`src/design/scp_pkg.sv`:
```
package scp_pkg;

	localparam int ANGLE_W     = 32;
	localparam int RES_W       = 32;
	localparam int MAG_W       = 32;
	localparam int QUAD_W      = 15;
	localparam int REM_W       = 36;
	localparam int X2_W        = 33;
	localparam int RED_STAGES  = 4;
	localparam int POLY_STAGES = 5;
	localparam int NUM_STAGES  = RED_STAGES + POLY_STAGES + 1;

	// 2/pi in unsigned Q0.32
	localparam logic [31:0] TWO_OVER_PI_Q32 = 32'd2734261102;
	// pi/2 in Q.32: 201/128 exact plus the small correction term
	localparam logic [32:0] HALF_PI_RAT_Q32  = 33'd6744440832;
	localparam logic [32:0] HALF_PI_CORR_Q32 = 33'd2078020;
	localparam logic [32:0] HALF_PI_Q32      = HALF_PI_RAT_Q32 + HALF_PI_CORR_Q32;

	// polynomial coefficients in Q2.30
	localparam logic signed [31:0] POLY_ONE = 32'sd1073741824;
	localparam logic signed [31:0] POLY_C1  = -32'sd178949812;
	localparam logic signed [31:0] POLY_C2  = 32'sd8927412;
	localparam logic signed [31:0] POLY_C3  = 32'sd199093;

	typedef logic signed [RES_W-1:0] q30_t;
	typedef logic [NUM_STAGES-1:0]   stage_vec_t;

	// round half up to Q2.30 from a Q4.60 product
	function automatic logic signed [34:0] rnd30(input logic signed [64:0] p);
		logic signed [64:0] s;
		s = p + 65'sd536870912;
		return 35'(s >>> 30);
	endfunction

endpackage

```
`src/design/scp_reduce.sv`:
```
module scp_reduce import scp_pkg::*; (
	input  logic                  clk,
	input  logic [RED_STAGES-1:0] en,
	input  logic [ANGLE_W-1:0]    angle,
	output q30_t                  sin_x_s4,
	output q30_t                  cos_x_s4,
	output logic                  neg_s4
);

	logic [MAG_W-1:0]         mag_s1, mag_s2;
	logic                     neg_s1, neg_s2, neg_s3;
	logic [QUAD_W-1:0]        quad_s2;
	logic [1:0]               quad_s3;
	logic signed [REM_W-1:0]  rem_s3;

	logic [63:0]              quad_prod;
	logic [47:0]              quad_half_pi;
	logic [47:0]              rem_diff;
	logic signed [REM_W-1:0]  rem_m, xr_full, xm_full;
	q30_t                     xr, xm, sin_x, cos_x;

	// stage 1: strip the sign
	always_ff @(posedge clk) begin
		if (en[0]) begin
			neg_s1 <= angle[ANGLE_W-1];
			mag_s1 <= angle[ANGLE_W-1] ? (~angle + 32'd1) : angle;
		end
	end

	// stage 2: quadrant count, truncated
	assign quad_prod = mag_s1 * TWO_OVER_PI_Q32;

	always_ff @(posedge clk) begin
		if (en[1]) begin
			neg_s2  <= neg_s1;
			mag_s2  <= mag_s1;
			quad_s2 <= quad_prod[48+QUAD_W-1:48];
		end
	end

	// stage 3: exact remainder; the true value fits in REM_W bits
	assign quad_half_pi = quad_s2 * HALF_PI_Q32;
	assign rem_diff     = {mag_s2, 16'h0000} - quad_half_pi;

	always_ff @(posedge clk) begin
		if (en[2]) begin
			neg_s3  <= neg_s2;
			quad_s3 <= quad_s2[1:0];
			rem_s3  <= signed'(rem_diff[REM_W-1:0]);
		end
	end

	// stage 4: shifted remainder, round to Q2.30, pick arguments
	always_comb begin
		rem_m   = rem_s3 - signed'(36'(HALF_PI_Q32));
		xr_full = (rem_s3 + 36'sd2) >>> 2;
		xm_full = (rem_m + 36'sd2) >>> 2;
		xr      = xr_full[RES_W-1:0];
		xm      = xm_full[RES_W-1:0];
		case (quad_s3)
			2'd0: begin
				sin_x = xr;
				cos_x = -xm;
			end
			2'd1: begin
				sin_x = -xm;
				cos_x = -xr;
			end
			2'd2: begin
				sin_x = -xr;
				cos_x = xm;
			end
			default: begin
				sin_x = xm;
				cos_x = xr;
			end
		endcase
	end

	always_ff @(posedge clk) begin
		if (en[3]) begin
			neg_s4   <= neg_s3;
			sin_x_s4 <= sin_x;
			cos_x_s4 <= cos_x;
		end
	end

endmodule

```
`config.mk`:
```
export PLATFORM = sky130hd
export DESIGN_NAME = scp_reduce
export DESIGN_NICKNAME = d
export VERILOG_FILES = /design/src/design/scp_pkg.sv /design/src/design/scp_reduce.sv
export SDC_FILE = /design/constraint.sdc
export NUM_CORES = 2
export LEC_CHECK = 0
export BUFFER_PORTS_ARGS = -buffer_cell sky130_fd_sc_hd__buf_4
export CAP_MARGIN = 20
export CORE_MARGIN = 2
export CORE_UTILIZATION = 62
export DETAILED_ROUTE_END_ITERATION = 7
export PLACE_DENSITY = 0.8
export SETUP_SLACK_MARGIN = 0.4
export SLEW_MARGIN = 20
export SYNTH_ARGS = -nofsm -noshare
export SYNTH_HDL_FRONTEND = slang
export SYNTH_SLANG_ARGS = --single-unit
```
`constraint.sdc`:
```
create_clock -name clk -period 8.62 [get_ports clk]
set_input_delay 0.862 -clock clk [delete_from_list [all_inputs] [get_ports clk]]
set_output_delay 0.862 -clock clk [all_outputs]
set_load 0.01 [all_outputs]
```
# Yosys cells after proc, flatten, opt, wreduce, memory -nomap -nowiden
# Index checks and enable logic that the tools add are counted.
classes:
  n_reduce_logical: 1
  bitwise_logic: 1
  mul: 2
  eq_ne: 2
  n_mux: 3
  n_addsub: 7
ops:
  columns: ["cell", "count"]
  rows:
  - ["$pmux 32 s3", 2]
  - ["$add 34x3->34 const B", 2]
  - ["$neg 32->32", 2]
  - ["$mul 32x31->62 const B", 1]
  - ["$sub 34x34->34", 1]
  - ["$sub 34x34->34 const B", 1]
  - ["$add 32x1->32 const B", 1]
  - ["$mul 15x31->32 const B", 1]
  - ["$not 32->32", 1]
  - ["$mux 31", 1]
  - ["$eq 2x1->1 const B", 1]
  - ["$eq 2x2->1 const B", 1]
  - ["$logic_not 2->1", 1]
word_totals:
  out_inout_bits: 65
  register_bits: 169
  word_cells: 28
  in_bits: 37

# Longest topological paths before layout
logic_depth:
  depth_word: 4
  depth_mapped: 31
  depth_no_buf: 31

# Worst setup path before layout
# Ideal clock, no wire load.
synth_path:
  path_kind: "reg2reg"
  start: "reg quad_s2[4]"
  end: "reg rem_s3[33], data pin"
  n_path_buf: 0
  setup_ps: 266
  arrival_ps: 7115
  synth_period_minus_slack_ps: 7381
  required_ps: 8354
  slack_ps: 1239
  stages_incl_launch_ff: 29
  cell_sequence: "edfxtp_1 > inv_1 > fa_1 > inv_1 > fa_1 > fa_1 > fa_1 > fa_1 > inv_1 > fa_1 > inv_1 > ha_1 > a21o_1 > a21oi_1 > nor2b_1 > or4_1 > nor3_1 > a21oi_1 > a31o_2 > a21oi_1 > xor2_1 > ha_1 > and3_1 > and3_1 > a21oi_1 > o311ai_0 > a21oi_1 > xnor2_1 > xnor2_1"
synth_via:
  elab_chain_len: 2
synth_lines:
  columns: ["item", "line_no", "text"]
  rows:
  - ["start: declaration", "scp_reduce.sv:12", "logic [QUAD_W-1:0] quad_s2;"]
  - ["start signal: assignment", "scp_reduce.sv:37", "quad_s2 <= quad_prod[48+QUAD_W-1:48];"]
  - ["$mul 15x31->32", "scp_reduce.sv:42", "assign quad_half_pi = quad_s2 * HALF_PI_Q32;"]
  - ["$sub 34x34->34", "scp_reduce.sv:43", "assign rem_diff = {mag_s2, 16'h0000} - quad_half_pi;"]
  - ["named net rem_diff[33]", "scp_reduce.sv:18", "logic [47:0] rem_diff;"]
  - ["end signal: assignment", "scp_reduce.sv:49", "rem_s3 <= signed'(rem_diff[REM_W-1:0]);"]
  - ["end: declaration", "scp_reduce.sv:14", "logic signed [REM_W-1:0] rem_s3;"]
# The timed path passes the listed nets, and every way through them passes these cells.
# A chain may end at the register's enable or synchronous reset.

# Final worst setup path
layout_path:
  start: "reg quad_s2[5]"
  end: "reg rem_s3[33], data pin"
# The elaborated chain is that of the path after synthesis.

==> run_results.csv <==
group,metric,value,unit
floorplanning,design.core.area,50100,um^2
cts,clockBufferDepth,2,
hold_path,hp-class,"reg2reg",
timing,slew_viol_final,0,
yosys,ys_seq_elements,166,
drt,dr_wl_met2,39100,um
drt,drt_iter0_markers,1420,
final_layout,layout-drive-gt1-share,6.26,%
critical_path,cp_num_buf_inv,3,
critical_path,reg2reg_depth,29,
timing,rsz0062_at_grt,"yes",
drt,drt-met1-wl,29600,um
cts,numCtsBuffers,17,
floorplanning,die_x,229,um
critical_path,cp.depth,29,
timing,max_freq,0.127,GHz
flow_run,cap_violations,0,
yosys,syn_nets,4074,
timing,worst_clock_skew,14.0,ps
yosys,seq_area_frac_synth,15.9,%
critical_path,crit_start,"quad_s2[5]$_DFFE_PP_",
placed_design,place_ws,630,ps
global_routing,grt_pass1_vias,23700,
floorplanning,die_y,229,um
floorplanning,start_util,62.6,%
timing,fin_setup_tns,0,ps
drt,vias,21600,
final_layout,nets,4164,
cts,cts_tree,"done",
critical_path,endpoint,"rem_s3[33]$_DFFE_PP_",
critical_path,startpoint_type,"flip-flop",
timing,maxSlewHeadroom,36.1,%
critical_path,rr_endpoint,"rem_s3[33]$_DFFE_PP_",
status,status,"complete, no violations",
drt,route.met3.wl,3960,um
timing,setup_slack,775,ps
floorplanning,num_io_pins,102,
global_routing,grt_pass1_wl,124000,um
yosys,synth_area_per_cell,10.4,um^2
final_layout,layout_commonest_cell,"inv_1",
final_layout,syn2layout_area_growth,6.87,%
cts,path_clk_slew,70,ps
placed_design,hpwl,65600,um
yosys,yosysUniqueCellTypes,84,
yosys,ys_warn_count,0,
timing,hold_viol_final,0,
timing,fin_crit_sh,91.0,%
global_routing,antenna_found_initial,0,
global_routing,grt.total_usage,30.6,%
critical_path,cpPeakStageDelay,590,ps
drt,drc_errors,0,
critical_path,criticalPathCategory,"reg2reg",
placed_design,gp_congestion,1.01,
yosys,syn_inst,3011,
critical_path,worstSetupEndpointType,"flip-flop",
critical_path,worstPathRequired,8850,ps
timing,setup-violations-final,0,
global_routing,grt_max_degree,85,
drt,ant_nets,0,
final_layout,fin_util,66.9,%
final_layout,layout_common_cells,"inv_1 (719), fa_1 (534), ha_1 (492)",
drt,routed_wl,76400,um
critical_path,r2r_start,"quad_s2[5]$_DFFE_PP_",
critical_path,critPathMaxFanout,7,
cts,clkLatencyLatePin,490,ps
critical_path,critPathArrivalTime,8070,ps
final_layout,nFillCells,3800,
cts,cts_root_buffer,"clkbuf_16",
yosys,syn_area,31400,um^2
critical_path,r2r_slack,770,ps
yosys,synth_edf_count,166,
drt,routed.top_layer,"met4",
drt,avgRoutedWirePerCell,20.2,um
timing,tightest_slew,953,ps
timing,period_minus_slack,7850,ps
placed_design,port_buffers,101,
drt,vias_per_cell,5.72,
critical_path,crit_slowest_cell,"fa_1",
cts,clock-sinks,166,
floorplanning,dieArea,52400,um^2
timing,fin_hold_ws,427,ps
yosys,async_reset_ff_share,0,%
critical_path,crit_path_frequent_cell,"ha_1",
yosys,synth-main-ff-cell,"edfxtp_1",
cts,htree_levels,4,
global_routing,grt.overflow.total,0,
floorplanning,row_count,82,
critical_path,cp_top_family,"compound AO/OA/AOI/OAI gates",
final_layout,antenna_cells,0,
hold_path,min_from,"neg_s2$_DFFE_PP_",
drt,drt_pass1_iterations,5,
-- cell type report --
cell class	instances	area, um^2	area share (%)
sequential	166	4980	14.9
inverter	720	2700	8.07
clock inverter	13	139	0.414
clock buffer	19	433	1.29
multi-input combinational	2066	23400	69.9
tap	672	841	2.51
timing repair buffer	130	976	2.91
-- stage by stage --
| step | cell area (um^2) | instances |
|---|---|---|
| final | 33500 | 3786 |
| after floorplan | 31400 | 3011 |
| after CTS | 33400 | 3771 |
| after global placement | 32800 | 3739 |
| after global routing | 33500 | 3786 |
| after detailed placement | 32800 | 3739 |
-- cell usage after synthesis, types with 15 or more instances --
cell / instances / area [um^2]
a211oi_1: 18 / 135
a21o_1: 47 / 353
a21oi_1: 126 / 631
and3_1: 15 / 93.8
clkbuf_1: 39 / 146
edfxtp_1: 166 / 4980
fa_1: 534 / 10700
ha_1: 492 / 6160
inv_1: 719 / 2700
nand2_1: 117 / 439
nand3_1: 35 / 175
nor2_1: 105 / 394
nor3_1: 28 / 140
o21ai_0: 89 / 445
xnor2_1: 140 / 1230
xor2_1: 59 / 517
-- cells by family (layout without fill, tap and decap cells) --
| family | Yosys count | count (layout) | share of synthesized area [%] |
|---|---|---|---|
| compound gates | 412 | 412 | 8.32 |
| xor+xnor | 199 | 199 | 5.56 |
| fa+ha+maj | 1026 | 1026 | 53.7 |
| buf+inv | 779 | 882 | 9.43 |
| flops | 166 | 166 | 15.9 |
| mux | 11 | 11 | 0.355 |
| other cells | 2 | 2 | 0.0240 |
| simple gates | 416 | 416 | 6.68 |
-- how the worst min path moves through the flow --
stage | depth (start not counted) | to | slack (ps)
3_3_place_gp | 0 | neg_s3$_DFFE_PP_ | 400
5_1_grt | 0 | neg_s3$_DFFE_PP_ | 460
2_1_floorplan | 0 | neg_s2$_DFFE_PP_ | 400
6_report | 0 | neg_s3$_DFFE_PP_ | 430
4_1_cts | 0 | neg_s3$_DFFE_PP_ | 430
3_5_place_dp | 0 | neg_s3$_DFFE_PP_ | 410
-- timing repair --
item | 4_1_cts | 5_1_grt
buffers inserted | 0 | 15
hold buffers | 0 | 0
gates resized for setup | 0 | 4
setup endpoints to repair | 0 | 9
-- worst register-to-register path, delay by kind of cell (launching register included) --
family | cells | cell delay (ps)
compound gates | 15 | 3310
xor+xnor | 3 | 420
fa+ha+maj | 8 | 2950
buf+inv | 3 | 330
flops | 1 | 540
-- layer usage --
metal | vias up | global-route usage, %
li1 | 9931 | -
met1 | 10800 | 36.7
met2 | 717 | 54.6
met3 | 207 | 4.70
met4 | 0 | 13.7
met5 | - | 0
-- state kept, by name, indices dropped and copies added (netlist names), 2 cells and up --
register  count
cos_x_s4     32
quad_s3       2
mag_s2       18
mag_s1       32
sin_x_s4     32
rem_s3       31
quad_s2      15
Power is left out: the tool's default activity adds up to more than one toggle a clock period on the data nets, which glitch-free logic cannot reach.
